[config.mk]
export PLATFORM = sky130hd
export DESIGN_NAME = mtwg_cell
export DESIGN_NICKNAME = d
export VERILOG_FILES = /design/src/sv/mtwg_pkg.sv /design/src/sv/mtwg_cell.sv
export SDC_FILE = /design/constraint.sdc
export NUM_CORES = 1
export LEC_CHECK = 0
export BUFFER_PORTS_ARGS = -buffer_cell sky130_fd_sc_hd__buf_2
export CORE_MARGIN = 10
export CORE_UTILIZATION = 39
export CTS_CLUSTER_DIAMETER = 100
export DETAILED_ROUTE_END_ITERATION = 10
export PLACE_DENSITY = 0.76
export SLEW_MARGIN = 20
export SYNTH_ARGS = -nofsm -noshare
export SYNTH_HDL_FRONTEND = slang
export SYNTH_SLANG_ARGS = --single-unit
export TNS_END_PERCENT = 20
[constraint.sdc]
create_clock -name i_clk -period 0.8 [get_ports i_clk]
set_input_delay 0.24 -clock i_clk [delete_from_list [all_inputs] [get_ports i_clk]]
set_output_delay 0.24 -clock i_clk [all_outputs]
set_load 0.005 [all_outputs]
[src/sv/mtwg_pkg.sv]
// Shared constants, types and word functions of the Mersenne Twister generator.
`default_nettype none
package mtwg_pkg;

    localparam int STATE_WORDS  = 624;
    localparam int TWIST_OFFSET = 397;
    localparam int WORD_W       = 32;
    localparam int COUNT_W      = $clog2(STATE_WORDS);

    localparam logic [WORD_W-1:0] TW_MATRIX    = 32'h9908_b0df;
    localparam logic [WORD_W-1:0] TW_HIGH      = 32'h8000_0000;
    localparam logic [WORD_W-1:0] TW_LOW       = 32'h7fff_ffff;
    localparam logic [WORD_W-1:0] TEMPER_B     = 32'h9d2c_5680;
    localparam logic [WORD_W-1:0] TEMPER_C     = 32'hefc6_0000;
    localparam logic [WORD_W-1:0] SEED_MULT    = 32'd69069;
    localparam logic [WORD_W-1:0] SEED_DEFAULT = 32'd4357;

    typedef logic [WORD_W-1:0] t_word;

    typedef struct packed {
        logic  active;
        t_word word;
    } t_seed_out;

    function automatic t_word mix_word(input t_word x_lo, input t_word x_nxt,
                                       input t_word x_far);
        t_word y;
        t_word v;
        y = (x_lo & TW_HIGH) | (x_nxt & TW_LOW);
        v = x_far ^ (y >> 1);
        if (y[0]) begin
            v = v ^ TW_MATRIX;
        end
        return v;
    endfunction

    function automatic t_word temper_word(input t_word x);
        t_word y;
        y = x;
        y = y ^ (y >> 11);
        y = y ^ ((y << 7) & TEMPER_B);
        y = y ^ ((y << 15) & TEMPER_C);
        y = y ^ (y >> 18);
        return y;
    endfunction

endpackage
`default_nettype wire

[src/sv/mtwg_cell.sv]
// One word cell of the state shift line.
`default_nettype none
module mtwg_cell
    import mtwg_pkg::*;
(
    input  wire   i_clk,
    input  wire   i_shift,
    input  t_word i_word,
    output t_word o_word
);

    t_word r_word;

    always_ff @(posedge i_clk) begin
        if (i_shift) begin
            r_word <= i_word;
        end
    end

    assign o_word = r_word;

endmodule
`default_nettype wire

==> results of run 1 <==
[layout make-up]
| cell class | instances | share of cell area (%) |
|---|---|---|
| clock buffers | 7 | 3.22 |
| clock inverters | 1 | 0.269 |
| flip-flops and latches | 32 | 68.8 |
| well taps | 28 | 2.51 |
| repair buffers | 67 | 25.2 |
[Yosys cell counts]
| cell type | instances | share of area [%] |
|---|---|---|
| edfxtp_1 | 32 | 100 |
[power by group through the flow]
stage	sequential (uW)	combinational, uW	clock, uW
after floorplan	2080	0	0
after global placement	2050	276	0
after detailed placement	2060	285	0
after CTS	2020	286	825
after global routing	2030	306	931
final	2020	275	793
[kinds of logic (layout without fill, tap and decap cells)]
kind of cell / after synthesis / after routing / share of synthesized area [%]
flip-flops: 32 / 32 / 100
buffers and inverters: 0 / 75 / 0
[metal layers]
metal  GRT usage [%]  share of wire (%)  vias up
met5               0                  0        -
met4            3.91               0.63        0
met3            6.28                 11        2
met2            16.0                 52       39
met1            9.19                 36      247
li1                -                  -      278
[how the worst max path moves through the flow]
stage / startpoint / endpoint / slack, ps / cells past startpoint
after floorplan: o_word[0]$_DFFE_PP_ / o_word[0] / 200 / 0
after global placement: i_shift / o_word[27]$_DFFE_PP_ / -30 / 2
after detailed placement: i_shift / o_word[0]$_DFFE_PP_ / -50 / 2
after CTS: o_word[30]$_DFFE_PP_ / o_word[30] / -310 / 1
after global routing: o_word[11]$_DFFE_PP_ / o_word[11] / -340 / 1
final: o_word[30]$_DFFE_PP_ / o_word[30] / -280 / 1
[through the flow]
stage / instances / TNS (ps)
after global routing: 135 / -9810
after global placement: 127 / -692
after detailed placement: 127 / -1230
final: 135 / -7870
after CTS: 135 / -8590
after floorplan: 32 / 0
==> impl_metrics.json, run 1 <==
{
  "worst_slew_pin_slew_ps": 128,
  "ant_nets": 0,
  "largest_reg_flops": 32,
  "core_um2": 2280,
  "p_sw_share_pct": 19.7,
  "timing.slew.headroom_pct": 91.5,
  "wirelength_um": 2220,
  "ys_types": 1,
  "port_buffers": 65,
  "p_int_uw": 2470,
  "seq_power_share_pct": 65.4,
  "postCtsSetupRepairBufs": 0,
  "gr-total-overflow": 0,
  "max_freq_mhz": 926,
  "die_height_um": 69.6,
  "cts-root-buf": "clkbuf_4",
  "drive_gt1_share_pct": 67.3,
  "syn_nets": 66,
  "cap_violations": 0,
  "hold_viol": 0,
  "cp.required_ps": 560,
  "min_period_over_period_pct": 135,
  "crit_family": "flip-flops",
  "violations": "negative setup slack",
  "cp-start-kind": "register",
  "num-nets-final": 140,
  "htreeDepth": 2,
  "drt_iter0_drc": 17,
  "placed_area_um2": 1350,
  "switching_power_uw": 609,
  "worst_path_largest_cell_delay_ps": 390,
  "diodes": 0,
  "drc": 0,
  "cts_tree": "built",
  "stdcell_area_um2": 1400,
  "critPathArrivalTime_ps": 840,
  "grt_setup_unrepaired": "true",
  "multi_input_cells": 0,
  "cts_buffers": 5,
  "clock_path_buffers": 2,
  "crit_buf_inv": 1,
  "globalplace.congestion": 0.629,
  "post_cts_resized": 0,
  "seqCellArea_um2": 961,
  "grt_pass1_wl_um": 3620,
  "grt_max_degree": 23,
  "finalWorstSetupSlack_ps": -280,
  "setup_viol": 32,
  "min_period_ps": 1080,
  "total_power_uw": 3080,
  "ir_drop_mv": 1.32,
  "grt_pass1_vias": 705,
  "syn_area_um2": 961,
  "crit_path_end_kind": "output pin",
  "vias": 566,
  "fillCellCount": 183,
  "dieArea_um2": 4850,
  "worstHoldEndpoint": "o_word[7]$_DFFE_PP_",
  "whs_ps": 98.0,
  "grt_antenna_before_repair": 0,
  "final_cell_mix": "buf_2 (65), edfxtp_1 (32), clkbuf_4 (5)",
  "die_w_um": 69.6,
  "ys.warnings.count": 0,
  "final_common_cell": "buf_2",
  "dpl_worst_slack_ps": -49.6,
  "cts-hold-fix-buffers": 0,
  "ys_ff_latch": 32,
  "dr.pass1.iters": 4,
  "combPwrFrac_pct": 8.9,
  "critPathKind": "reg -> out",
  "globalRouteTotalUtil_pct": 9.63,
  "multi_input_area_um2": 0,
  "status": "complete, but fails checks",
  "cts.sinks": 32,
  "rows": 17,
  "syn_to_final_growth_pct": 45.4,
  "hold_class": "in -> reg",
  "crit_path_cell_trace": "buf_2",
  "postSynthCellCount": 32,
  "cpMaxStageDelayCell": "edfxtp_1",
  "ioPinCount": 66,
  "clk_pin_slew_ps": 90,
  "hp-start": "i_word[7]",
  "p_clk_share_pct": 25.7,
  "viasPerCell": 4.19,
  "fin_util_pct": 61.4,
  "holdPathStages": 1,
  "p_leak_uw": 0.000610,
  "cp_max_fo": 1,
  "slew_violations": 0,
  "yosysSeqAreaShare_pct": 100,
  "powerDensity_nw_per_um2": 2210,
  "post_drt_wl_per_cell_um": 16.5,
  "syn_avg_cell_area_um2": 30.0,
  "start_util_pct": 42.2
}
(Power assumes the default switching activity.)
==> inputs of run 2 (changes only) <==
--- a/config.mk
+++ b/config.mk
@@ -6,8 +6,9 @@
 export NUM_CORES = 1
 export LEC_CHECK = 0
 export BUFFER_PORTS_ARGS = -buffer_cell sky130_fd_sc_hd__buf_2
-export CORE_MARGIN = 10
+export CORE_MARGIN = 2
 export CORE_UTILIZATION = 39
+export CTS_BUF_LIST = sky130_fd_sc_hd__clkbuf_16
 export CTS_CLUSTER_DIAMETER = 100
 export DETAILED_ROUTE_END_ITERATION = 10
 export PLACE_DENSITY = 0.76
==> run 2 against run 1 <==
Net effect: the run still ends with negative setup slack left; sequential share of layout area shrank 4.9 points; fmax grew 6.6%; total power grew 29%; global-route usage grew 3.5 points; wire length shrank 22%; worst hold slack gained 51 ps; cell area grew 7.7%; critical path depth is the same; count of clock-buffer cells in the layout shrank 2; cell count grew 0.74%; critical path type unchanged; largest cell class unchanged.
==> impl_metrics.json, run 2 (synthesized netlist as in run 1, its figures left out) <==
{
  "grt_setup_unrepaired": "true",
  "fillCellCount": 173,
  "finalWorstSetupSlack_ps": -214,
  "clock_path_buffers": 2,
  "wirelength_um": 1740,
  "cts.sinks": 32,
  "syn_to_final_growth_pct": 56.6,
  "multi_input_area_um2": 0,
  "diodes": 0,
  "grt_antenna_before_repair": 0,
  "switching_power_uw": 705,
  "die_height_um": 53.6,
  "globalRouteTotalUtil_pct": 13.1,
  "p_sw_share_pct": 17.7,
  "final_common_cell": "buf_2",
  "clk_pin_slew_ps": 50,
  "fin_util_pct": 66.1,
  "combPwrFrac_pct": 6.9,
  "multi_input_cells": 0,
  "rows": 17,
  "crit_buf_inv": 1,
  "globalplace.congestion": 0.644,
  "start_util_pct": 42.2,
  "crit_family": "flip-flops",
  "cp.required_ps": 560,
  "drc": 0,
  "critPathKind": "reg -> out",
  "worstHoldEndpoint": "o_word[31]$_DFFE_PP_",
  "cp_max_fo": 1,
  "cpMaxStageDelayCell": "edfxtp_1",
  "critPathArrivalTime_ps": 770,
  "holdPathStages": 1,
  "drive_gt1_share_pct": 67.6,
  "dieArea_um2": 2880,
  "cap_violations": 0,
  "status": "complete, but fails checks",
  "final_cells": 136,
  "ioPinCount": 66,
  "cts_buffers": 5,
  "seq_power_share_pct": 51.0,
  "grt_pass1_wl_um": 2420,
  "htreeDepth": 2,
  "vias": 584,
  "slew_violations": 0,
  "powerDensity_nw_per_um2": 2640,
  "gr-total-overflow": 0,
  "p_int_uw": 3270,
  "largest_reg_flops": 32,
  "seqCellArea_um2": 961,
  "drt_iter0_drc": 9,
  "cts-root-buf": "clkbuf_16",
  "num-nets-final": 141,
  "cts_tree": "built",
  "hold_viol": 0,
  "min_period_over_period_pct": 127,
  "post_drt_wl_per_cell_um": 12.8,
  "crit_path_end_kind": "output pin",
  "core_um2": 2280,
  "viasPerCell": 4.29,
  "worst_path_largest_cell_delay_ps": 370,
  "p_clk_share_pct": 42.1,
  "crit_path_cell_trace": "buf_2",
  "die_w_um": 53.6,
  "violations": "negative setup slack",
  "max_freq_mhz": 987,
  "dp_hpwl_um": 1400,
  "setup_viol": 32,
  "hp-start": "i_word[31]",
  "final_cell_mix": "buf_2 (65), edfxtp_1 (32), clkbuf_16 (5)",
  "worst_slew_pin_slew_ps": 132,
  "cp-start-kind": "register",
  "p_leak_uw": 0.000666,
  "dr.pass1.iters": 3,
  "startpoint": "o_word[18]$_DFFE_PP_",
  "port_buffers": 65,
  "timing.slew.headroom_pct": 91.2,
  "hold_class": "in -> reg",
  "postCtsSetupRepairBufs": 0,
  "grt_pass1_vias": 596,
  "ant_nets": 0,
  "min_period_ps": 1010,
  "ir_drop_mv": 2.71,
  "grt_max_degree": 18,
  "place_inst": 128
}
## run 2: changes by cell type in the layout (fill, tap and decap cells not counted)
cell,before,now
inv_1,0,2
clkbuf_16,0,5
clkbuf_1,2,0
buf_12,1,2
clkbuf_4,5,0
## run 2: what timing repair did
item / 4_1_cts / 5_1_grt
cloned: 0 / 0
hold buffers: 0 / 0
endpoints found under the setup margin: 32 / 32
pin swaps: 0 / 0
gates resized for setup: 0 / 0
## run 2: power by group through the flow
stage | Sequential (uW) | Combinational (uW) | Clock (uW)
6_report | 2030 | 274 | 1670
5_1_grt | 2040 | 302 | 1790
4_1_cts | 2030 | 281 | 1720
3_5_place_dp | 2060 | 280 | 0
3_3_place_gp | 2050 | 273 | 0
2_1_floorplan | 2080 | 0 | 0
## run 2: area by class of cell
class                   count  area share [%]
flip-flops and latches     32            63.8
repair buffers             68            24.8
clock buffers               5            8.31
well taps                  28            2.33
clock inverters             3           0.748
## run 2: metal layers
metal | share of wire, % | wire length (um) | GRT usage [%] | up-vias
li1 | - | - | - | 281
met1 | 38 | 664 | 12.9 | 262
met2 | 50 | 874 | 22.2 | 41
met3 | 11 | 199 | 8.89 | 0
met4 | 0 | 0 | 3.85 | 0
met5 | 0 | 0 | 0 | -
## run 2: worst max path at each step
| stage | depth (start not counted) | slack (ps) | end |
|---|---|---|---|
| 3_3_place_gp | 2 | -50 | o_word[23]$_DFFE_PP_ |
| 6_report | 1 | -210 | o_word[18] |
| 4_1_cts | 1 | -230 | o_word[7] |
| 5_1_grt | 1 | -250 | o_word[18] |
| 2_1_floorplan | 0 | 200 | o_word[0] |
| 3_5_place_dp | 2 | -60 | o_word[8]$_DFFE_PP_ |
## run 2: metrics by stage
stage / power (uW) / setup WS [ps] / TNS [ps] / instance area [um^2] / hold slack (ps)
final: 3970 / -214 / -6020 / 1510 / 149
after global routing: 4130 / -249 / -7070 / 1510 / 138
after CTS: 4030 / -226 / -6410 / 1510 / 141
after detailed placement: 2340 / -63.0 / -1630 / 1370 / 418
after global placement: 2330 / -48.4 / -1180 / 1370 / 416
after floorplan: 2080 / 205 / 0 / 961 / 339
==> inputs of run 3 (changes only) <==
--- a/config.mk
+++ b/config.mk
@@ -6,7 +6,6 @@
 export NUM_CORES = 1
 export LEC_CHECK = 0
 export BUFFER_PORTS_ARGS = -buffer_cell sky130_fd_sc_hd__buf_2
-export CORE_MARGIN = 2
 export CORE_UTILIZATION = 39
 export CTS_BUF_LIST = sky130_fd_sc_hd__clkbuf_16
 export CTS_CLUSTER_DIAMETER = 100
@@ -16,4 +15,3 @@
 export SYNTH_ARGS = -nofsm -noshare
 export SYNTH_HDL_FRONTEND = slang
 export SYNTH_SLANG_ARGS = --single-unit
-export TNS_END_PERCENT = 20
==> constraint.sdc (replaced) <==
create_clock -name i_clk -period 0.8 [get_ports i_clk]
set_input_delay 0 -clock i_clk [delete_from_list [all_inputs] [get_ports i_clk]]
set_output_delay 0 -clock i_clk [all_outputs]
set_load 0.005 [all_outputs]
==> run 3 against run 2 <==
Net effect: the flow still finishes with violations (negative setup slack); global-route usage increased by 7.8 points; via count rose by 23%; setup slack better by 200 ps; fmax is 24% higher; sequential share of layout area decreased by 11 points; utilization is 14 points higher; sequential power barely moved; total power rose by 5.4%; sequential cell count is the same; clock power up 5%.
==> impl_metrics.json, run 3 (synthesized netlist as in run 1, its figures left out) <==
{
  "powerDensity_nw_per_um2": 2300,
  "cp.required_ps": 800,
  "slew_violations": 0,
  "dr.pass1.iters": 4,
  "critPathArrivalTime_ps": 820,
  "cts-root-buf": "clkbuf_16",
  "multi_input_cells": 0,
  "setup_viol": 1,
  "ir_drop_mv": 1.93,
  "grt_antenna_before_repair": 0,
  "cts_buffers": 5,
  "worst_slew_pin_slew_ps": 111,
  "total_power_uw": 4180,
  "hold_viol": 0,
  "crit_family": "flip-flops",
  "num-nets-final": 172,
  "combPwrFrac_pct": 9.5,
  "cap_violations": 0,
  "finalWorstSetupSlack_ps": -16.2,
  "final_cell_mix": "buf_2 (65), dlygate4sd3_1 (32), edfxtp_1 (32)",
  "diodes": 0,
  "dpl_worst_slack_ps": 191,
  "grt_setup_unrepaired": "true",
  "crit_path_cell_trace": "buf_2",
  "grt_pass1_wl_um": 3560,
  "min_period_over_period_pct": 102,
  "cts.sinks": 32,
  "crit_buf_inv": 1,
  "clk_pin_slew_ps": 50,
  "drt_iter0_drc": 13,
  "drc": 0,
  "post_drt_wl_per_cell_um": 14.0,
  "largest_reg_flops": 32,
  "critPathKind": "reg -> out",
  "min_period_ps": 816,
  "status": "complete, but fails checks",
  "p_leak_uw": 0.000792,
  "start_util_pct": 42.2,
  "violations": "negative setup slack",
  "ioPinCount": 66,
  "wirelength_um": 2340,
  "switching_power_uw": 806,
  "placed_area_um2": 1360,
  "cp_max_fo": 1,
  "ant_nets": 0,
  "syn_to_final_growth_pct": 89.5,
  "max_freq_mhz": 1230,
  "worst_path_largest_cell_delay_ps": 390,
  "viasPerCell": 4.31,
  "die_height_um": 51.6,
  "crit_path_end_kind": "output pin",
  "dieArea_um2": 2670,
  "cts_tree": "built",
  "drive_gt1_share_pct": 53.2,
  "stdcell_area_um2": 1820,
  "p_clk_share_pct": 42.0,
  "vias": 720,
  "htreeDepth": 2,
  "p_int_uw": 3380,
  "p_sw_share_pct": 19.3,
  "rows": 17,
  "multi_input_area_um2": 0,
  "port_buffers": 65,
  "seq_power_share_pct": 48.5,
  "hold_class": "in -> reg",
  "cpMaxStageDelayCell": "edfxtp_1",
  "timing.slew.headroom_pct": 92.6,
  "gr-total-overflow": 0,
  "final_common_cell": "buf_2",
  "globalplace.congestion": 0.654,
  "globalRouteTotalUtil_pct": 20.9,
  "grt_max_degree": 18,
  "grt_pass1_vias": 778,
  "clock_path_buffers": 2,
  "die_w_um": 51.6,
  "core_um2": 2280,
  "postCtsSetupRepairBufs": 0,
  "cp-start-kind": "register"
}
-- run 3: changes by cell type in the layout (fill, tap and decap cells not counted) --
cell	before	now
inv_1	2	0
clkinv_2	0	2
dlygate4sd3_1	0	32
buf_4	1	0
-- run 3: routing by layer --
| metal | routed length, um | GRT usage [%] |
|---|---|---|
| met1 | 855 | 22.0 |
| met2 | 1170 | 32.0 |
| met3 | 259 | 12.3 |
| met4 | 61 | 12.6 |
| met5 | 0 | 0 |
-- run 3: what timing repair did --
action | CTS | global route
hold buffers | 32 | 0
pin swaps | 0 | 0
endpoints found under the hold margin | 32 | 0
endpoints found under the setup margin | 1 | 15
resized for setup | 0 | 0
-- run 3: final timing paths --
kind | start | endpoint | slack (ps) | depth (start not counted)
worst min-delay path | i_shift | o_word[3]$_DFFE_PP_ | 150 | 2
worst max-delay path | o_word[13]$_DFFE_PP_ | o_word[13] | -20 | 1
-- run 3: power groups by stage --
stage                     Combinational (uW)  Sequential (uW)  Clock [uW]
final                                    397             2030        1760
after global routing                     433             2040        1880
after CTS                                392             2030        1770
after detailed placement                 273             2060           0
after global placement                   269             2050           0
after floorplan                            0             2080           0
-- run 3: area by class of cell --
cell class	count	area, um^2
repair buffers	99	686
clock buffers	5	125
fillers	126	455
flip-flops and latches	32	961
well taps	28	35.0
clock inverters	3	13.8
-- run 3: stage by stage --
step                      hold slack (ps)  util, %  cells  setup TNS [ps]
after global placement                177     59.8    127               0
after floorplan                      98.9        -     32               0
after CTS                             152     80.0    167           -1.49
final                                 151     80.0    167           -16.2
after global routing                  161     80.0    167            -181
after detailed placement              178     59.8    127               0
