[src/sv/mtwg_pkg.sv]
// Shared constants, types and word functions of the Mersenne Twister generator.
`default_nettype none
package mtwg_pkg;

    localparam int STATE_WORDS  = 624;
    localparam int TWIST_OFFSET = 397;
    localparam int WORD_W       = 32;
    localparam int COUNT_W      = $clog2(STATE_WORDS);

    localparam logic [WORD_W-1:0] TW_MATRIX    = 32'h9908_b0df;
    localparam logic [WORD_W-1:0] TW_HIGH      = 32'h8000_0000;
    localparam logic [WORD_W-1:0] TW_LOW       = 32'h7fff_ffff;
    localparam logic [WORD_W-1:0] TEMPER_B     = 32'h9d2c_5680;
    localparam logic [WORD_W-1:0] TEMPER_C     = 32'hefc6_0000;
    localparam logic [WORD_W-1:0] SEED_MULT    = 32'd69069;
    localparam logic [WORD_W-1:0] SEED_DEFAULT = 32'd4357;

    typedef logic [WORD_W-1:0] t_word;

    typedef struct packed {
        logic  active;
        t_word word;
    } t_seed_out;

    function automatic t_word mix_word(input t_word x_lo, input t_word x_nxt,
                                       input t_word x_far);
        t_word y;
        t_word v;
        y = (x_lo & TW_HIGH) | (x_nxt & TW_LOW);
        v = x_far ^ (y >> 1);
        if (y[0]) begin
            v = v ^ TW_MATRIX;
        end
        return v;
    endfunction

    function automatic t_word temper_word(input t_word x);
        t_word y;
        y = x;
        y = y ^ (y >> 11);
        y = y ^ ((y << 7) & TEMPER_B);
        y = y ^ ((y << 15) & TEMPER_C);
        y = y ^ (y >> 18);
        return y;
    endfunction

endpackage
`default_nettype wire

[src/sv/mtwg_seeder.sv]
// Seed sequencer: feeds the multiplicative seed recurrence into the shift line.
`default_nettype none
module mtwg_seeder
    import mtwg_pkg::*;
(
    input  wire       i_clk,
    input  wire       i_rst_n,
    input  wire       i_start,
    input  t_word     i_seed,
    output t_seed_out o_seed
);

    logic               r_active;
    logic [COUNT_W-1:0] r_count;
    t_word              r_word;
    t_word              n_word;

    assign n_word = WORD_W'(r_word * SEED_MULT);

    always_ff @(posedge i_clk) begin
        if (!i_rst_n) begin
            r_active <= 1'b1;
            r_count  <= '0;
            r_word   <= SEED_DEFAULT;
        end else if (i_start) begin
            r_active <= 1'b1;
            r_count  <= '0;
            r_word   <= i_seed;
        end else if (r_active) begin
            r_word  <= n_word;
            r_count <= r_count + 1'b1;
            if (r_count == COUNT_W'(STATE_WORDS - 1)) begin
                r_active <= 1'b0;
            end
        end
    end

    assign o_seed.active = r_active;
    assign o_seed.word   = r_word;

`ifndef NO_ASSERTIONS
    a_count_bound: assert property (@(posedge i_clk) disable iff (!i_rst_n)
        r_active |-> (r_count <= COUNT_W'(STATE_WORDS - 1)))
        else $error("seed count past table end");
    a_idle_at_end: assert property (@(posedge i_clk) disable iff (!i_rst_n)
        (r_active && !i_start && r_count == COUNT_W'(STATE_WORDS - 1)) |=> !r_active)
        else $error("seed pass did not end");
    a_start_restart: assert property (@(posedge i_clk) disable iff (!i_rst_n)
        i_start |=> (r_active && r_count == '0))
        else $error("seed pass did not restart");
`endif

endmodule
`default_nettype wire

[config.mk]
export PLATFORM = sky130hd
export DESIGN_NAME = mtwg_seeder
export DESIGN_NICKNAME = d
export VERILOG_FILES = /design/src/sv/mtwg_pkg.sv /design/src/sv/mtwg_seeder.sv
export SDC_FILE = /design/constraint.sdc
export NUM_CORES = 1
export LEC_CHECK = 0
export ABC_AREA = 1
export BUFFER_PORTS_ARGS = -buffer_cell sky130_fd_sc_hd__buf_2
export CAP_MARGIN = 10
export CORE_MARGIN = 4
export CORE_UTILIZATION = 50
export DETAILED_ROUTE_END_ITERATION = 10
export PLACE_DENSITY = 0.77
export SLEW_MARGIN = 20
export SYNTH_ARGS = -nofsm -noshare
export SYNTH_HDL_FRONTEND = slang
export SYNTH_SLANG_ARGS = --single-unit
export TNS_END_PERCENT = 10
[constraint.sdc]
create_clock -name i_clk -period 13.3 [get_ports i_clk]
set_input_delay 1.995 -clock i_clk [delete_from_list [all_inputs] [get_ports i_clk]]
set_output_delay 1.995 -clock i_clk [all_outputs]
set_load 0.02 [all_outputs]
==> results of run 1 <==
-- worst max-delay path: cells and delay by family, from the launching register on --
family | cells | cell delay, ps
AO/OA/AOI/OAI | 2 | 410
adder cells (fa/ha/maj) | 7 | 3250
buffers and inverters | 7 | 510
flip-flops | 1 | 750
AND/OR/NAND/NOR | 6 | 750
-- metrics by stage --
stage | setup slack [ps] | cells | cell area, µm²
2_1_floorplan | 8330 | 1161 | 9440
3_3_place_gp | 7650 | 1447 | 10000
3_5_place_dp | 7620 | 1447 | 10000
4_1_cts | 7570 | 1455 | 10200
5_1_grt | 7260 | 1455 | 10200
6_report | 7560 | 1455 | 10200
-- area by class of cell --
class | instances | area (µm²) | area share (%)
Multi-Input combinational cell | 770 | 7270 | 71.2
Inverter | 335 | 1260 | 12.3
Sequential cell | 43 | 861 | 8.44
Timing Repair Buffer | 70 | 358 | 3.51
Tap cell | 229 | 287 | 2.81
Clock buffer | 5 | 125 | 1.23
Clock inverter | 3 | 46.3 | 0.454
-- layer usage --
| layer | wire length (µm) | global-route usage, % | up-vias |
|---|---|---|---|
| li1 | - | - | 3715 |
| met1 | 11400 | 34.9 | 3678 |
| met5 | 0 | 0 | - |
| met4 | 592 | 4.89 | 0 |
| met3 | 1750 | 3.86 | 41 |
| met2 | 11800 | 41.1 | 258 |
-- path summary, 6_finish.rpt --
| check | startpoint | end | cells past startpoint |
|---|---|---|---|
| worst max-delay path | r_word[7]$_SDFFE_PN0N_ | r_word[31]$_SDFFE_PN0N_ | 22 |
| worst min-delay path | r_count[1]$_SDFFE_PP0P_ | r_count[1]$_SDFFE_PP0P_ | 2 |
| worst max register to register | r_word[7]$_SDFFE_PN0N_ | r_word[31]$_SDFFE_PN0N_ | 22 |
| worst min register to register | r_count[1]$_SDFFE_PP0P_ | r_count[1]$_SDFFE_PP0P_ | 2 |
-- flip-flops by register name, summed over array words and instances (netlist names) --
signal	flops
r_count	10
r_word	32
r_active	1
-- cell families (layout without fill, tap and decap cells) --
kind of cell	after synthesis	in the layout	share of synthesized area, %
buf+inv	348	413	13.9
simple gates	315	315	14.4
fa+ha+maj	313	313	53.1
compound gates	124	124	7.78
flops	43	43	9.12
xor+xnor	18	18	1.67
-- synth_stat cells, drive strengths merged --
cell    count  area, µm²
a31oi      15       93.8
o31ai       1       7.51
dfxtp      43        861
xnor2       8       70.1
a211oi      1       7.51
nor3       11       55.1
nor2       47        186
fa        146       2920
xor2       10       87.6
a221oi      1       8.76
a311oi      1       8.76
nand3b      4       30.0
or2         5       31.3
a22oi      11       82.6
a21o        3       22.5
a21oi      56        292
o211ai      2       15.0
buf         2       15.0
nor4        1       6.26
o21a        1       7.51
nand2     182        706
o21ai      28        148
clkbuf     11       41.3
nand3      49        245
o21bai      2       15.0
a21boi      2       26.3
inv       335       1260
nand4      16        100
ha        167       2090
==> summary.md, run 1 <==
| Metric | Value |
|---|---|
| Crit path kind | `reg2reg` |
| Setup tns final | `0 ps` |
| Ys Warns | `0` |
| Clk Latency, worst-skew pair | `290 ps` |
| Worst Skew | `7.39 ps` |
| Post-route clock period utilization | `43.2%` |
| WP data arrival | `5970 ps` |
| Fillers | `approximately 1.7k` |
| Vias/cell | `5.29` |
| GRT overflow | `0` |
| Syn nets | `1509` |
| Wire per inst | `17.6 µm` |
| # H-tree levels | `2` |
| Setup crit end kind | `flop` |
| Number of global-route vias before repair | `8194` |
| Largest net degree at the start of global routing | `37` |
| Cts hold-fix bufs | `0` |
| Post-DRT Antenna Nets | `0` |
| Initial antenna violation count | `0` |
| Slew of the pin with the lowest slew margin | `716 ps` |
| DR pass1 iterations | `5` |
| Via Count | `7692` |
| Setup violations, final | `0` |
| Commonest non-fill, non-tap cell in the layout | `inv_1` |
| CP max FO | `9` |
| Routed wire length | `around 26 mm` |
| Final slew viol count | `0` |
| Netlist area before placement | `9440 µm²` |
| Setup Fix Bufs, Post-CTS | `0` |
| Clock sink total | `43` |
| Num ports | `68` |
| Reg clk slew, reported paths | `around 70 ps` |
| Core Region | `18300 µm²` |
| Layout cells sized above 1 | `under 10%` |
| CP Launch Type | `flop` |
| Highest-count cells in the layout ignoring fill and taps | `inv_1, nand2_1, ha_1` |
| Drt drc | `0` |
| Clock buffer count from CTS | `5` |
| Final hold violations | `0` |
| Cell Rows | `49` |
| CP dominant cell by count | `inv_1` |
| Starting Density | `a little over 50%` |
| TritonCTS clock tree | `built` |
| HP Class | `reg2reg` |
| All-Layer GR Usage | `24.8%` |
| Clk root buf | `clkbuf_16` |
| Critical-path cell list | `ha_1 > inv_1 > fa_1 > fa_1 > inv_1 > fa_1 > fa_1 > inv_1 > fa_1 > inv_1 > ha_1 > nand2_1 > inv_1 > a21oi_1 > nand3_1 > nand2_1 > inv_1 > nor2_2 > inv_1 > nand2_1 > nand3_1 > a21oi_1` |
| Required @ worst endpoint | `13530 ps` |
| Port bufs | `67` |
| Status | `finished clean` |
| Post-synthesis sequential area ratio | `9.12%` |
| Syn Inst Count | `1161` |
| RSZ-0062 raised after global routing | `false` |
| Die ar. | `21100 µm²` |
| Max Cap Violations | `0` |
| Worst hold slack | `just under 500 ps` |
| Initial DRC Count | `502` |
| Area grow syn2layout | `8.07%` |
| Die H | `145 µm` |
| Largest stage delay on the critical path | `750 ps` |
| First-pass GRT wire length | `approximately 42 mm` |
| Nets | `1573` |
| Chip width | `145 µm` |
| Critical-path top delay cell | `dfxtp_1` |
| Syn Area/Cell | `a little over 8 µm²` |
| Final cell utilization of the core | `a little under three fifths` |
| Post_cts resized | `0` |
| CTS Buffer Depth | `2` |
| Flop-to-flop setup slack | `7560 ps` |
| Slew HR | `52.3%` |
| Synth cell types | `39` |
| Synth Register Bits | `43` |
| DP HPWL | `21.8 mm` |
| Fmax | `174 MHz` |
| Tmin final | `5740 ps` |
| Gpl congestion | `0.963` |
| # diodes | `0` |
Power of run 1 is not shown: default switching activity piles up to over one toggle a cycle in this logic, so the estimate is an artifact.
==> run 2: changes to the inputs <==
--- a/config.mk
+++ b/config.mk
@@ -5,7 +5,7 @@
 export SDC_FILE = /design/constraint.sdc
 export NUM_CORES = 1
 export LEC_CHECK = 0
-export ABC_AREA = 1
+export ABC_AREA = 0
 export BUFFER_PORTS_ARGS = -buffer_cell sky130_fd_sc_hd__buf_2
 export CAP_MARGIN = 10
 export CORE_MARGIN = 4
==> constraint.sdc (replaced) <==
create_clock -name i_clk -period 5.8 [get_ports i_clk]
set_input_delay 0.87 -clock i_clk [delete_from_list [all_inputs] [get_ports i_clk]]
set_output_delay 0.87 -clock i_clk [all_outputs]
set_load 0.02 [all_outputs]
==> summary.md, run 2 <==
| Metric | Value |
|---|---|
| Post-route clock period utilization | `98.5% (+55 points)` |
| Tmin final | `5710 ps (-31.0 ps)` |
| Top cells by area, synth | `fa_1, ha_1, inv_1` |
| Syn Inst Count | `961 (-17%)` |
| Final slew viol count | `0 (unchanged)` |
| Drt drc | `0 (unchanged)` |
| Largest stage delay on the critical path | `550 ps (-200 ps)` |
| Initial DRC Count | `472 (-6.0%)` |
| Slew of the pin with the lowest slew margin | `770 ps (+54.4 ps)` |
| Final instance area | `10000 µm² (-1.6%)` |
| Largest registers | `r_word: 32 flops, r_count: 10 flops, r_active: 1 flops` |
| Top FF cell, synth | `dfxtp_1` |
| Worst Skew | `2.27 ps (-5.12 ps)` |
| Reg clk slew, reported paths | `60 ps (about the same)` |
| Core Region | `17400 µm² (-4.7%)` |
| DP HPWL | `20.0 mm (-8.4%)` |
| # diodes | `0 (unchanged)` |
| Area leader, netlist | `fa_1` |
| Cell Rows | `48 (-2.0%)` |
| Fillers | `1468 (-14%)` |
| Slew HR | `48.6% (-3.7 points)` |
| Synth Register Bits | `43 (unchanged)` |
| Vias/cell | `5.39 (+1.9%)` |
| Critical-path top delay cell | `fa_1` |
| Setup crit end kind | `flop` |
| Number of global-route vias before repair | `7345 (-10%)` |
| Post-DP Area | `9780 µm² (-2.5%)` |
| Starting Density | `51.3% (-0.36 points)` |
| Placement Setup Slack | `2.82 ps (-7610 ps)` |
| Post-placement cell count | `1275 (-12%)` |
| TritonCTS clock tree | `built` |
| Die H | `142 µm (-2.6%)` |
| Commonest non-fill, non-tap cell in the layout | `inv_1` |
| Largest net degree at the start of global routing | `33 (-11%)` |
| Post-synthesis sequential area ratio | `9.63% (+0.51 points)` |
| Chip width | `142 µm (-2.6%)` |
| RSZ-0062 raised after global routing | `true` |
| CP max FO | `5 (-4)` |
| Required @ worst endpoint | `6030 ps (-7500 ps)` |
| Clock buffer count from CTS | `5 (unchanged)` |
| Clk root buf | `clkbuf_16` |
| WP buf/inv | `4 (-3)` |
| Largest register by flop count | `r_word` |
| Max reg flops | `32 (unchanged)` |
| Die ar. | `20100 µm² (-5.0%)` |
| CP Launch Type | `flop` |
| Syn Area/Cell | `9.30 µm² (+14%)` |
| Synth cell types | `53 (+36%)` |
| Fin cells | `1284 (-12%)` |
| Cts hold-fix bufs | `0 (unchanged)` |
| Clock sink total | `43 (unchanged)` |
| Status | `finished clean` |
| Fmax | `175 MHz (+0.54%)` |
| Setup violations, final | `0 (unchanged)` |
| Port bufs | `67 (unchanged)` |
| Kind of cell adding the most delay to the critical path | `adder cells` |
| GRT overflow | `0 (unchanged)` |
| Gpl congestion | `0.937 (-2.7%)` |
| Max Cap Violations | `0 (unchanged)` |
| Clk Latency, worst-skew pair | `290 ps (about the same)` |
| Via Count | `6915 (-10%)` |
| Cell with the most instances after synthesis | `inv_1` |
| Share of Yosys cell area claimed by the top area cell type | `32.7% (+1.7 points)` |
| Flop-to-flop setup slack | `90 ps (-7470 ps)` |
| All-Layer GR Usage | `24.3% (-0.52 points)` |
| WP data arrival | `5940 ps (-30 ps)` |
| Num ports | `68 (unchanged)` |
| Initial antenna violation count | `0 (unchanged)` |
| Highest-count cells in the layout ignoring fill and taps | `inv_1, ha_1, fa_1` |
| Routed wire length | `23.6 mm (-7.6%)` |
| Post-DRT Antenna Nets | `0 (unchanged)` |
| DR pass1 iterations | `6 (+1)` |
| Ys async rst share | `0% (unchanged)` |
| Wire per inst | `18.4 µm (+4.7%)` |
| Area grow syn2layout | `12.3%` |
| Number of flops mapped to enable cells by yosys | `0 (unchanged)` |
| CP dominant cell by count | `fa_1` |
| Top cells by count, synth | `inv_1, ha_1, fa_1` |
| First-pass GRT wire length | `38.2 mm (-9.8%)` |
| # H-tree levels | `2 (unchanged)` |
| Ys Warns | `0 (unchanged)` |
| Layout cells sized above 1 | `13.6% (+5.7 points)` |
| Final Worst Setup Slack | `86.7 ps (-7470 ps)` |
| HP Class | `reg2reg` |
| Final hold violations | `0 (unchanged)` |
| Critical-path cell list | `ha_1 > fa_1 > inv_1 > fa_1 > fa_1 > inv_1 > fa_1 > inv_1 > fa_1 > inv_1 > ha_4 > a21oi_4 > o22ai_1 > a311o_1 > a221o_1 > a31oi_4 > o221a_4 > mux2_2 > a21oi_1` |
| Netlist area before placement | `8940 µm² (-5.3%)` |
| Nets | `1406 (-11%)` |
| CTS Buffer Depth | `2 (unchanged)` |
| Worst hold slack | `515 ps (+25.2 ps)` |
| Syn nets | `1309 (-13%)` |
| Crit path kind | `reg2reg` |
## run 2: cell count changes in the layout (fill, tap and decap cells not counted), moves of 28 or more
cell     delta
nand2_1   -151
inv_1      -53
nand3_1    -39
buf_4      +37
xnor2_1    +28
## run 2: area by class of cell
class	instances	area, µm²	share of cell area [%]
Multi-Input combinational cell	621	7050	70.3
Timing Repair Buffer	107	636	6.33
Clock buffer	6	129	1.28
Inverter	280	1050	10.5
Sequential cell	43	876	8.73
Clock inverter	2	12.5	0.125
Tap cell	225	282	2.81
## run 2: tightest hold or removal path, cell delays in order, from the launching register on
cell and delay, ps:
dfxtp_1 340, xor2_1 70, nor2_1 70
## run 2: kinds of logic after synthesis
kind of cell | Yosys count | synth area share [%]
fa+ha+maj | 313 | 56.1
buf+inv | 297 | 12.5
compound gates | 130 | 9.45
simple gates | 117 | 6.17
xor+xnor | 51 | 5.00
flops | 43 | 9.63
mux | 10 | 1.13
## run 2: layer usage
| layer | vias up | share of wire (%) | global-route usage (%) |
|---|---|---|---|
| met5 | - | 0 | 0 |
| met4 | 0 | 2.6 | 6.41 |
| met3 | 43 | 8.7 | 5.56 |
| met2 | 297 | 45 | 38.5 |
| met1 | 3365 | 43 | 33.8 |
| li1 | 3210 | - | - |
## run 2: worst paths after layout
| kind | from | to | cells after the start |
|---|---|---|---|
| setup / recovery | r_word[4]$_SDFFE_PN0N_ | r_word[28]$_SDFFE_PN0N_ | 19 |
| hold / removal | r_count[9]$_SDFFE_PP0P_ | r_count[9]$_SDFFE_PP0P_ | 2 |
| setup reg to reg | r_word[4]$_SDFFE_PN0N_ | r_word[28]$_SDFFE_PN0N_ | 19 |
| hold reg to reg | r_count[9]$_SDFFE_PP0P_ | r_count[9]$_SDFFE_PP0P_ | 2 |
## run 2: repair_timing
item | CTS | global route
buffers inserted | 1 | 0
gates resized for setup | 1 | 21
pin swaps | 1 | 4
endpoints found under the setup margin | 1 | 7
## run 2: through the flow
| step | setup TNS, ps | utilization (%) |
|---|---|---|
| 5_1_grt | -25.9 | 57.6 |
| 3_5_place_dp | 0 | 56.2 |
| 3_3_place_gp | 0 | 56.2 |
| 2_1_floorplan | 0 | - |
| 6_report | 0 | 57.6 |
| 4_1_cts | 0 | 57.1 |
Power of run 2 is left out for the same reason.
==> run 3: changes to the inputs <==
--- a/config.mk
+++ b/config.mk
@@ -9,10 +9,9 @@
 export BUFFER_PORTS_ARGS = -buffer_cell sky130_fd_sc_hd__buf_2
 export CAP_MARGIN = 10
 export CORE_MARGIN = 4
-export CORE_UTILIZATION = 50
+export CORE_UTILIZATION = 40
 export DETAILED_ROUTE_END_ITERATION = 10
-export PLACE_DENSITY = 0.77
-export SLEW_MARGIN = 20
+export PLACE_DENSITY = 0.66
 export SYNTH_ARGS = -nofsm -noshare
 export SYNTH_HDL_FRONTEND = slang
 export SYNTH_SLANG_ARGS = --single-unit
==> summary.md, run 3 (synthesis gave the netlist of run 2 again) <==
| Metric | Value |
|---|---|
| Max reg flops | `32 (unchanged)` |
| Routed wire length | `23.8 mm (+0.96%)` |
| Gpl congestion | `0.884 (-5.7%)` |
| Tmin final | `5620 ps (-96.1 ps)` |
| First-pass GRT wire length | `38.9 mm (+1.8%)` |
| Worst Skew | `6.47 ps (+4.20 ps)` |
| Port bufs | `67 (unchanged)` |
| Cell Rows | `54 (+13%)` |
| CP max FO | `4 (-1)` |
| Cts hold-fix bufs | `0 (unchanged)` |
| Required @ worst endpoint | `6040 ps (about the same)` |
| Fillers | `2151 (+47%)` |
| Slew of the pin with the lowest slew margin | `800 ps (+29.8 ps)` |
| Clk root buf | `clkbuf_16` |
| CTS Buffer Depth | `2 (unchanged)` |
| DP HPWL | `20.6 mm (+3.2%)` |
| Final slew viol count | `0 (unchanged)` |
| TritonCTS clock tree | `built` |
| Reg clk slew, reported paths | `70 ps (about the same)` |
| Status | `finished clean` |
| Wire per inst | `17.7 µm (-3.8%)` |
| Post-DP Area | `9920 µm² (+1.4%)` |
| Via Count | `6791 (-1.8%)` |
| Top Layer Used | `met4` |
| Nets | `1415 (+0.64%)` |
| Final hold violations | `0 (unchanged)` |
| CP dominant cell by count | `fa_1` |
| GRT overflow | `0 (unchanged)` |
| # diodes | `0 (unchanged)` |
| Register Area | `876 µm² (unchanged)` |
| Fmax | `178 MHz (+1.7%)` |
| Final cell utilization of the core | `46.3% (-11 points)` |
| All-Layer GR Usage | `20.2% (-4.1 points)` |
| Critical-path top delay cell | `fa_1` |
| Commonest non-fill, non-tap cell in the layout | `inv_1` |
| Vias/cell | `5.04 (-6.5%)` |
| Initial antenna violation count | `0 (unchanged)` |
| DR pass1 iterations | `5 (-1)` |
| Largest net degree at the start of global routing | `33 (unchanged)` |
| Critical-path cell list | `ha_1 > fa_1 > inv_1 > fa_1 > inv_1 > fa_1 > fa_1 > inv_1 > fa_1 > inv_1 > ha_1 > and3_1 > and3_1 > and2_1 > a221o_1 > a31oi_4 > o221a_4 > mux2_2 > a21oi_1` |
| Kind of cell adding the most delay to the critical path | `adder cells` |
| Die H | `157 µm (+11%)` |
| Max Cap Violations | `0 (unchanged)` |
| Chip width | `157 µm (+11%)` |
| Core Region | `21900 µm² (+26%)` |
| Largest stage delay on the critical path | `520 ps (-30 ps)` |
| CP Launch Type | `flop` |
| Crit path kind | `reg2reg` |
| Starting Density | `40.8% (-10 points)` |
| Multi-input gate area | `7020 µm² (-0.50%)` |
| Highest-count cells in the layout ignoring fill and taps | `inv_1, ha_1, fa_1` |
| Die ar. | `24800 µm² (+24%)` |
| Setup violations, final | `0 (unchanged)` |
| Post-DRT Antenna Nets | `0 (unchanged)` |
| Slew HR | `46.6% (-2.0 points)` |
| Clock sink total | `43 (unchanged)` |
| Initial DRC Count | `434 (-8.1%)` |
| Clk Latency, worst-skew pair | `310 ps (+20 ps)` |
| Area grow syn2layout | `13.5%` |
| Clock buffer count from CTS | `5 (unchanged)` |
| HP Class | `reg2reg` |
| Layout cells sized above 1 | `13.9% (+0.26 points)` |
| Num ports | `68 (unchanged)` |
| WP buf/inv | `4 (unchanged)` |
| Setup crit end kind | `flop` |
| Final instance area | `10100 µm² (+1.1%)` |
| WL met3 | `1.39 mm (-32%)` |
| # H-tree levels | `2 (unchanged)` |
| Largest register by flop count | `r_word` |
| Setup tns final | `0 ps (unchanged)` |
| Largest registers | `r_word: 32 flops, r_count: 10 flops, r_active: 1 flops` |
| Wl on met1 | `11.1 mm (+8.7%)` |
| WL met2 | `10.7 mm (+0.30%)` |
| Post-route clock period utilization | `96.8% (-1.7 points)` |
| Drt drc | `0 (unchanged)` |
| WP data arrival | `5860 ps (-80 ps)` |
| Number of global-route vias before repair | `7129 (-2.9%)` |
-- run 3: changes by cell type in the layout (fill, tap and decap cells not counted), moves of 2 or more --
| cell | change |
|---|---|
| buf_4 | +9 |
| dfxtp_1 | +2 |
| dfxtp_2 | -3 |
| a21oi_2 | +2 |
| a21oi_4 | -2 |
-- run 3: per-layer routing --
metal  track usage [%]  vias to the layer above
met1              29.6                     3332
met5                 0                        -
li1                  -                     3221
met4              5.24                        0
met2              31.1                      204
met3              3.38                       34
-- run 3: cell type report --
| type | instances | share of cell area [%] |
|---|---|---|
| tap | 280 | 3.45 |
| timing repair buffer | 116 | 6.93 |
| inverter | 280 | 10.4 |
| multi-input combinational | 621 | 69.2 |
| sequential | 43 | 8.63 |
| clock buffer | 5 | 1.23 |
| clock inverter | 3 | 0.234 |
-- run 3: final timing paths --
path                                 from                      end  slack, ps  cells after the start
hold / removal    r_count[9]$_SDFFE_PP0P_      r_active$_SDFF_PP1_        510                      2
setup / recovery  r_word[16]$_SDFFE_PN0N_  r_word[28]$_SDFFE_PN0N_        180                     19
hold reg to reg   r_count[9]$_SDFFE_PP0P_      r_active$_SDFF_PP1_        510                      2
setup reg to reg  r_word[16]$_SDFFE_PN0N_  r_word[28]$_SDFFE_PN0N_        180                     19
-- run 3: through the flow --
stage / hold WS, ps / std cells / worst slack, ps
finish: 507 / 1348 / 183
global route: 539 / 1348 / -19.0
CTS: 511 / 1347 / 18.4
detailed placement: 502 / 1339 / 56.4
global placement: 494 / 1339 / 110
floorplan: 478 / 961 / 81.3
-- run 3: timing repair --
action / CTS / global route
resized for setup: 0 / 14
buffers inserted: 0 / 1
setup endpoints to repair: 0 / 10
-- run 3: worst reg2reg max path: stages, from the launching register on --
cell     delay, ps
dfxtp_1        450
ha_1           310
fa_1           490
inv_1           50
fa_1           500
inv_1           60
fa_1           520
fa_1           510
inv_1           50
fa_1           490
inv_1           50
ha_1           290
and3_1         210
and3_1         210
and2_1         170
a221o_1        350
a31oi_4        170
o221a_4        220
mux2_2         330
a21oi_1        130
Power of run 3 is left out for the same reason.
